File: config.mk
export PLATFORM = sky130hd
export DESIGN_NAME = ttsp_div
export DESIGN_NICKNAME = d
export VERILOG_FILES = /design/src/hw/rtl/ttsp_pkg.sv /design/src/hw/rtl/ttsp_div.sv
export SDC_FILE = /design/constraint.sdc
export NUM_CORES = 1
export LEC_CHECK = 0
export ABC_AREA = 1
export BUFFER_PORTS_ARGS = -buffer_cell sky130_fd_sc_hd__buf_4
export CAP_MARGIN = 20
export CELL_PAD_IN_SITES_DETAIL_PLACEMENT = 2
export CELL_PAD_IN_SITES_GLOBAL_PLACEMENT = 2
export CORE_MARGIN = 3
export CORE_UTILIZATION = 33
export CTS_CLUSTER_DIAMETER = 200
export CTS_CLUSTER_SIZE = 24
export DETAILED_ROUTE_END_ITERATION = 7
export PLACE_DENSITY_LB_ADDON = 0.25
export SYNTH_ARGS = -nofsm -noshare
export SYNTH_HDL_FRONTEND = slang
export SYNTH_SLANG_ARGS = --single-unit
File: constraint.sdc
create_clock -name clk_i -period 3.43 [get_ports clk_i]
set_clock_uncertainty 0.2 [all_clocks]
set_input_delay 0.343 -clock clk_i [delete_from_list [all_inputs] [get_ports clk_i]]
set_output_delay 0.343 -clock clk_i [all_outputs]
set_load 0.01 [all_outputs]
File: src/hw/rtl/ttsp_pkg.sv
// shared types and constants of the transposition table store/probe unit
package ttsp_pkg;

  localparam int unsigned HashW  = 64;
  localparam int unsigned CountW = 17;

  typedef enum logic [1:0] {
    OP_STORE = 2'd0,
    OP_PROBE = 2'd1,
    OP_CLEAR = 2'd2,
    OP_SPARE = 2'd3
  } op_e;

  typedef enum logic [2:0] {
    ST_CLR,
    ST_IDLE,
    ST_DIV,
    ST_RD,
    ST_CMP,
    ST_ZERO
  } state_e;

  // one table slot, 128 bits
  typedef struct packed {
    logic        [7:0]  age;
    logic        [7:0]  kind;
    logic        [15:0] move;
    logic signed [15:0] score;
    logic signed [15:0] depth;
    logic        [63:0] key;
  } entry_t;

  typedef struct packed {
    op_e                op;
    logic        [7:0]  generation;
    logic        [7:0]  node_kind;
    logic        [15:0] best_move;
    logic signed [15:0] score;
    logic signed [15:0] search_depth;
    logic        [63:0] hash;
  } req_t;

  typedef struct packed {
    logic              start;
    logic [HashW-1:0]  dividend;
    logic [CountW-1:0] divisor;
  } div_req_t;

  typedef struct packed {
    logic              done;
    logic [CountW-1:0] rem;
  } div_rsp_t;

endpackage

File: src/hw/rtl/ttsp_div.sv
// bit-serial modulo unit: 64-bit hash reduced by the slot count, one bit per cycle
module ttsp_div (
  input  logic                clk_i,
  input  logic                rst_ni,
  input  ttsp_pkg::div_req_t  req_i,
  output ttsp_pkg::div_rsp_t  rsp_o
);
  import ttsp_pkg::*;

  logic              busy_q, busy_d;
  logic [5:0]        cnt_q, cnt_d;
  logic [HashW-1:0]  dvd_q, dvd_d;
  logic [CountW-1:0] rem_q, rem_d;
  logic [CountW-1:0] dvs_q, dvs_d;
  logic              done_q, done_d;
  logic [CountW:0]   trial;

  assign trial = {rem_q, dvd_q[HashW-1]};

  always_comb begin
    busy_d = busy_q;
    cnt_d  = cnt_q;
    dvd_d  = dvd_q;
    rem_d  = rem_q;
    dvs_d  = dvs_q;
    done_d = 1'b0;
    if (req_i.start) begin
      busy_d = 1'b1;
      cnt_d  = 6'd63;
      dvd_d  = req_i.dividend;
      rem_d  = '0;
      dvs_d  = req_i.divisor;
    end else if (busy_q) begin
      dvd_d = {dvd_q[HashW-2:0], 1'b0};
      // remainder stays below the divisor, so the trial fits
      if (trial >= {1'b0, dvs_q}) begin
        rem_d = CountW'(trial - {1'b0, dvs_q});
      end else begin
        rem_d = CountW'(trial);
      end
      cnt_d = cnt_q - 6'd1;
      if (cnt_q == 6'd0) begin
        busy_d = 1'b0;
        done_d = 1'b1;
      end
    end
  end

  always_ff @(posedge clk_i or negedge rst_ni) begin
    if (!rst_ni) begin
      busy_q <= 1'b0;
      done_q <= 1'b0;
      cnt_q  <= '0;
    end else begin
      busy_q <= busy_d;
      done_q <= done_d;
      cnt_q  <= cnt_d;
    end
  end

  always_ff @(posedge clk_i) begin
    dvd_q <= dvd_d;
    rem_q <= rem_d;
    dvs_q <= dvs_d;
  end

  assign rsp_o.done = done_q;
  assign rsp_o.rem  = rem_q;

endmodule

==> reports/results.ini, run 1 <==
[sta]
final_max_slew_viol_count=0
maxSlewHeadroom_pct=39.0
setup_viol=0
worstMarginPinSlew_ns=0.914
period_share_pct=79.3
period_needed_ns=2.72
fin_setup_tns_ns=0
grt_setup_unrepaired=false
hold_violations=0
max_freq_mhz=368

[place]
dpl.cell_count=988
portBuffers=101
routabilityCongestion=0.813
dpl.hpwl_um=12000

[floorplanning]
fp.dieW_um=137
start_util_pct=33.8
die_area_um2=18600
core_um2=16600
dieHeight_um=137
io_pins=102
num_rows=47

[drt]
avgRoutedWirePerCell_um=16.0
num_vias=4812
drtIter0Drc=198
final_antenna_net_count=0
drtPass1Iterations=4
routed_via_density=4.70
drc=0
routed_wl_um=16400

[finish]
final_cell_mix=nand2_1 (317), buf_4 (106), inv_1 (81), edfxtp_1 (81), nand3_1 (41)
nNetsFinal=901
stdcell_count=1023
layout_commonest_cell=nand2_1
multi_input_area_um2=2210
areaGrowthSynthToFinish_pct=25.2
final-seq-area_um2=2970
layout-drive-gt1-share_pct=18.3
fill_cells=1875

[setup_path]
reg2reg_depth=11
path_max_fanout=18
critical_path_required_ns=3.51
critPathSlowestCell=fa_1
worstSetupPathType=reg -> reg
worstPathArrival_ns=2.80
start_kind=flip-flop
end_kind=flip-flop
slowest_delay_ns=0.45
r2r_slack_ns=0.71
worstSetupStartpoint=dvd_q[63]$_DFFE_PP_
cp_cell_sequence=inv_1, ha_1, inv_1, fa_1, nand3_1, nand3_2, nand2_2, nand2_4, nand2_1, nand2_1, o21ai_0
r2r_start=dvd_q[63]$_DFFE_PP_

[power]
p_leak_nw=3.57
power_per_cell_area_nw_per_um2=592
ir_drop_v=0.000218

[run]
max-cap-violations=0

[grt]
grt_overflow=0
grt_pass1_wl_um=26800
grt_pass1_vias=5380
grt_max_degree=61
antenna_found_initial=0
track_usage_pct=18.3

[yosys]
ys_seq_area_share_pct=52.8
avgSynthCellArea_um2=8.22
yosys_warnings=0
synthCells=684
syn_area_um2=5630
synth_fp_nets=788
synth.ff_latch_count=106
ys_types=33

[worst_hold_path]
holdCritStartpoint=req_i[57]
worstHoldPathType=in -> reg
whs_path_depth=3

[cts]
numCtsBuffers=9
insertion_delay_ns=0.35
cts_sinks=106
clk_pin_slew_worst_paths_ns=0.07
htree_levels=3
cts_buffer_depth=2
root_buffer=clkbuf_16
cts_tree=yes
post-cts-setup-buffers=0

[status]
status=complete, no violations

==> state kept, by name, summed over array words and instances (netlist names) <==
signal	count
busy_q	1
cnt_q	6
done_q	1
dvd_q	64
dvs_q	17
rem_q	17
==> report_power, final <==
group	internal [mW]	switching (mW)
Combinational	0.577	0.926
Clock	0.518	0.494
Sequential	1.55	0.107
==> worst paths after layout <==
path,endpoint
max,rem_q[2]$_SDFFE_PP0P_
min,dvd_q[40]$_DFFE_PP_
max reg2reg,rem_q[2]$_SDFFE_PP0P_
min reg2reg,rem_q[16]$_SDFFE_PP0P_
max in group asynchronous,cnt_q[4]$_DFFE_PN0P_
min in group asynchronous,busy_q$_DFF_PN0_
==> synth_stat cells <==
master    count  area (um^2)
nand2_2       7         43.8
and2_1        1         6.26
buf_1         1         3.75
nor3_4        1         16.3
nand3_2       8         80.1
dfxtp_1      17          340
nand4_1       2         12.5
buf_12        1         20.0
xor2_1        1         8.76
buf_2         4         20.0
ha_1         19          238
inv_1        83          312
a21o_1        1         7.51
nand2_4       1         11.3
xnor2_1       6         52.6
nand3b_1      6         45.0
a22oi_1       1         7.51
buf_4         2         15.0
fa_1          1         20.0
o21ai_0      11         55.1
o21ai_1       2         10.0
nand2_1     317         1190
nor2_4        2         22.5
nor2_2        2         12.5
dfrtp_1       8          200
nor2_1       21         78.8
edfxtp_1     81         2430
or2_1         1         6.26
clkbuf_1     14         52.6
nand3_1      41          205
nor3_1        5         25.0
inv_2         4         15.0
a21oi_1      12         60.1
==> layout make-up <==
type                    count  area share [%]
flip-flops and latches    106            42.2
multi-input cells         469            31.4
repair buffers            124            13.9
inverters                  87            4.64
well taps                 220            3.91
clock buffers              12            3.50
clock inverters             4           0.391
diodes                      1          0.0355
==> routing by layer <==
metal | GRT usage (%) | routed length (um) | part of all wire (%)
met5 | 0 | 0 | 0
met4 | 5.49 | 240 | 1.5
met3 | 2.35 | 370 | 2.3
met2 | 33.6 | 8590 | 52
met1 | 22.2 | 7180 | 44
==> repair_timing <==
action,in CTS,in global routing
endpoints found under the hold margin,25,0
hold buffers,18,0
resized for setup,0,0
==> through the flow <==
step	power, mW	hold WS, ns	utilization [%]	setup WS (ns)	cell area (um^2)
floorplan	2.68	-0.153	-	0.910	5630
global placement	3.11	-0.0309	39.6	0.934	6590
detailed placement	3.17	-0.0308	39.6	0.799	6590
CTS	4.23	0.0506	42.3	0.688	7040
global route	4.46	0.0629	42.3	0.489	7040
finish	4.17	0.0572	42.3	0.711	7040
==> logic make-up after synthesis <==
group                      synth area share [%]
adders and majority gates                  4.58
AOI/OAI and AO/OA                          2.49
buffers and inverters                      7.78
and+or+nand+nor                            31.2
DFF                                        52.8
xor gates and xnor gates                   1.09
==> worst max-delay path: cells and delay by family, from the launching register on <==
kind / cells / cell delay, ns
AND/OR/NAND/NOR: 6 / 1.12
adder cells (fa/ha/maj): 2 / 0.61
flip-flops: 1 / 0.37
buffers and inverters: 2 / 0.17
AO/OA/AOI/OAI: 1 / 0.16
No activity file was read; power rests on OpenSTA's default activity.
==> run 2: changes to the inputs <==
--- a/config.mk
+++ b/config.mk
@@ -5,13 +5,13 @@
 export SDC_FILE = /design/constraint.sdc
 export NUM_CORES = 1
 export LEC_CHECK = 0
-export ABC_AREA = 1
+export ABC_AREA = 0
 export BUFFER_PORTS_ARGS = -buffer_cell sky130_fd_sc_hd__buf_4
 export CAP_MARGIN = 20
 export CELL_PAD_IN_SITES_DETAIL_PLACEMENT = 2
 export CELL_PAD_IN_SITES_GLOBAL_PLACEMENT = 2
 export CORE_MARGIN = 3
-export CORE_UTILIZATION = 33
+export CORE_UTILIZATION = 34
 export CTS_CLUSTER_DIAMETER = 200
 export CTS_CLUSTER_SIZE = 24
 export DETAILED_ROUTE_END_ITERATION = 7
==> constraint.sdc (replaced) <==
create_clock -name clk_i -period 2.5 [get_ports clk_i]
set_clock_uncertainty 0.2 [all_clocks]
set_input_delay 0.25 -clock clk_i [delete_from_list [all_inputs] [get_ports clk_i]]
set_output_delay 0.25 -clock clk_i [all_outputs]
set_load 0.01 [all_outputs]
==> reports/results.ini, run 2 <==
[floorplanning]
dieHeight_um=130
die_area_um2=16800
start_util_pct=35.3
fp.dieW_um=130
num_rows=44
io_pins=102
core_um2=14800

[cts]
cts_buffer_depth=2
root_buffer=clkbuf_16
htree_levels=3
clk_pin_slew_worst_paths_ns=0.08
numCtsBuffers=9
insertion_delay_ns=0.37
cts_tree=yes
cts_sinks=106

[finish]
final_area_um2=7820
biggestRegsByFlops=dvd_q x64, dvs_q x17, rem_q x17
layout-drive-gt1-share_pct=42.2
stdcell_count=826
nNetsFinal=739
layout_commonest_cell=buf_4
top_register=dvd_q
largest_reg_flops=64
final_cell_mix=buf_4 (159), edfxtp_1 (81), dlygate4sd3_1 (81), mux2_2 (63), nand2_1 (22)
fill_cells=1394
areaGrowthSynthToFinish_pct=50.0
fin_util_pct=53.0

[setup_path]
start_kind=flip-flop
reg2reg_depth=12
path_max_fanout=5
end_kind=flip-flop
critical_path_required_ns=2.59
r2r_start=dvd_q[63]$_DFFE_PP_
r2r_slack_ns=-0.29
worstSetupPathType=reg -> reg
reg2reg_to=rem_q[14]$_SDFFE_PP0P_
worstPathArrival_ns=2.89

[sta]
worstMarginPinSlew_ns=0.906
setup_ws_ns=-0.293
maxSlewHeadroom_pct=38.8
period_share_pct=112
hold_violations=0
max_freq_mhz=358
fin_hold_ws_ns=0.0294
setup_viol=17
grt_setup_unrepaired=true
period_needed_ns=2.79
final_max_slew_viol_count=0

[drt]
avgRoutedWirePerCell_um=23.7
routed_wl_um=19600
final_antenna_net_count=0
drc=0
num_vias=4206
routed_via_density=5.09
drtPass1Iterations=4
drtIter0Drc=229

[yosys]
async_flop_share_pct=7.55
synth_fp_nets=497
synthTopCellsByArea=edfxtp_1 (47%), mux2_2 (14%), dfxtp_1 (6.5%), ha_1 (4.6%), dfrtp_1 (3.8%)
synthFlopType=edfxtp_1
syn_area_um2=5210
synth_top_area_cell=edfxtp_1
ys_seq_area_share_pct=57.0
synthTopCellsByCount=edfxtp_1 (81), mux2_2 (63), inv_1 (23), nand2_1 (23), ha_1 (19)
yosys_warnings=0
synth.ff_latch_count=106
ys_types=59
synthCells=393
synth_top_area_share_pct=46.7
synth.most_common_cell=edfxtp_1
avgSynthCellArea_um2=13.3
synth-edff-count=81

[power]
ir_drop_v=0.000363
power_per_cell_area_nw_per_um2=554
p_leak_nw=3.30

[place]
pre_cts_slack_ns=-0.268
dpl.cell_count=720
place_area_um2=6610
routabilityCongestion=0.802
dpl.hpwl_um=9910
portBuffers=101

[grt]
grt_max_degree=44
antenna_found_initial=1
grt_pass1_vias=4910
grt_pass1_wl_um=28100
track_usage_pct=22.3
grt_overflow=0

[status]
violations=setup timing
status=complete, but fails checks

[worst_hold_path]
holdCritStartpoint=req_i[67]
worstHoldEndpoint=dvd_q[50]$_DFFE_PP_
whs_path_depth=2
worstHoldPathType=in -> reg

[run]
max-cap-violations=0

-- run 2: cell count changes after synthesis, sizes merged, moves of 7 or more --
cell	change
inv	-64
mux2	+63
nand2	-301
mux2i	+7
nand3	-41
nand2b	+7
nor2	-12
-- run 2: routing by layer --
layer  global-route usage [%]  part of all wire [%]  vias to the layer above
li1                         -                     -                     1946
met1                     26.0                    41                     2147
met2                     40.9                    54                       90
met3                     4.99                   3.3                       23
met4                     6.66                   2.0                        0
met5                        0                     0                        -
-- run 2: stage by stage --
step,setup TNS (ns),power [mW]
after CTS,-1.91,4.27
after detailed placement,-3.31,2.73
after floorplan,-1.36,2.44
after global routing,-6.08,4.51
after global placement,-1.68,2.70
final,-3.73,4.33
-- run 2: repair_timing --
item                                    CTS  global route
endpoints found under the setup margin   17            17
hold buffers                             79             2
endpoints found under the hold margin    86             2
buffers inserted                          3             3
gates resized for setup                  11             6
pin swaps                                 7             2
gates cloned                              1             0
-- run 2: cell families after synthesis --
group                      synth area share (%)
AOI/OAI and AO/OA                          9.48
xor gates and xnor gates                   2.69
adders and majority gates                  4.95
buffers and inverters                      3.19
DFF                                        57.0
muxes                                      15.0
and+or+nand+nor                            7.68
-- run 2: power breakdown --
group | switching (mW) | internal (mW)
Combinational | 0.330 | 0.440
Sequential | 0.0727 | 2.06
Clock | 0.741 | 0.690
Total | 1.14 | 3.19
-- run 2: final cells by class --
type | count | area, um^2 | share of cell area [%]
Multi-Input combinational cell | 249 | 2150 | 27.4
Clock inverter | 6 | 47.5 | 0.608
Timing Repair Buffer | 246 | 2100 | 26.8
Clock buffer | 10 | 229 | 2.93
Inverter | 23 | 90.1 | 1.15
Sequential cell | 106 | 2970 | 38.0
Antenna cell | 2 | 5.00 | 0.0640
Tap cell | 184 | 230 | 2.94
-- run 2: worst max path at each step --
| stage | start | cells past startpoint | slack (ns) | to |
|---|---|---|---|---|
| after floorplan | dvd_q[63]$_DFFE_PP_ | 11 | -0.22 | rem_q[9]$_SDFFE_PP0P_ |
| after global routing | dvd_q[63]$_DFFE_PP_ | 11 | -0.43 | rem_q[6]$_SDFFE_PP0P_ |
| final | dvd_q[63]$_DFFE_PP_ | 12 | -0.29 | rem_q[14]$_SDFFE_PP0P_ |
| after detailed placement | dvd_q[63]$_DFFE_PP_ | 11 | -0.27 | rem_q[6]$_SDFFE_PP0P_ |
| after CTS | dvd_q[63]$_DFFE_PP_ | 11 | -0.17 | rem_q[6]$_SDFFE_PP0P_ |
| after global placement | dvd_q[63]$_DFFE_PP_ | 11 | -0.16 | rem_q[9]$_SDFFE_PP0P_ |
-- run 2: critical path, stage by stage, from the launching register on --
cell and delay, ns:
edfxtp_1 0.42, inv_1 0.09, ha_2 0.20, inv_2 0.05, fa_2 0.34, a21o_1 0.20
a221oi_4 0.28, o21ai_2 0.12, o21ai_4 0.21, and2_2 0.27, buf_4 0.14, a32oi_1 0.10
o21ai_1 0.10
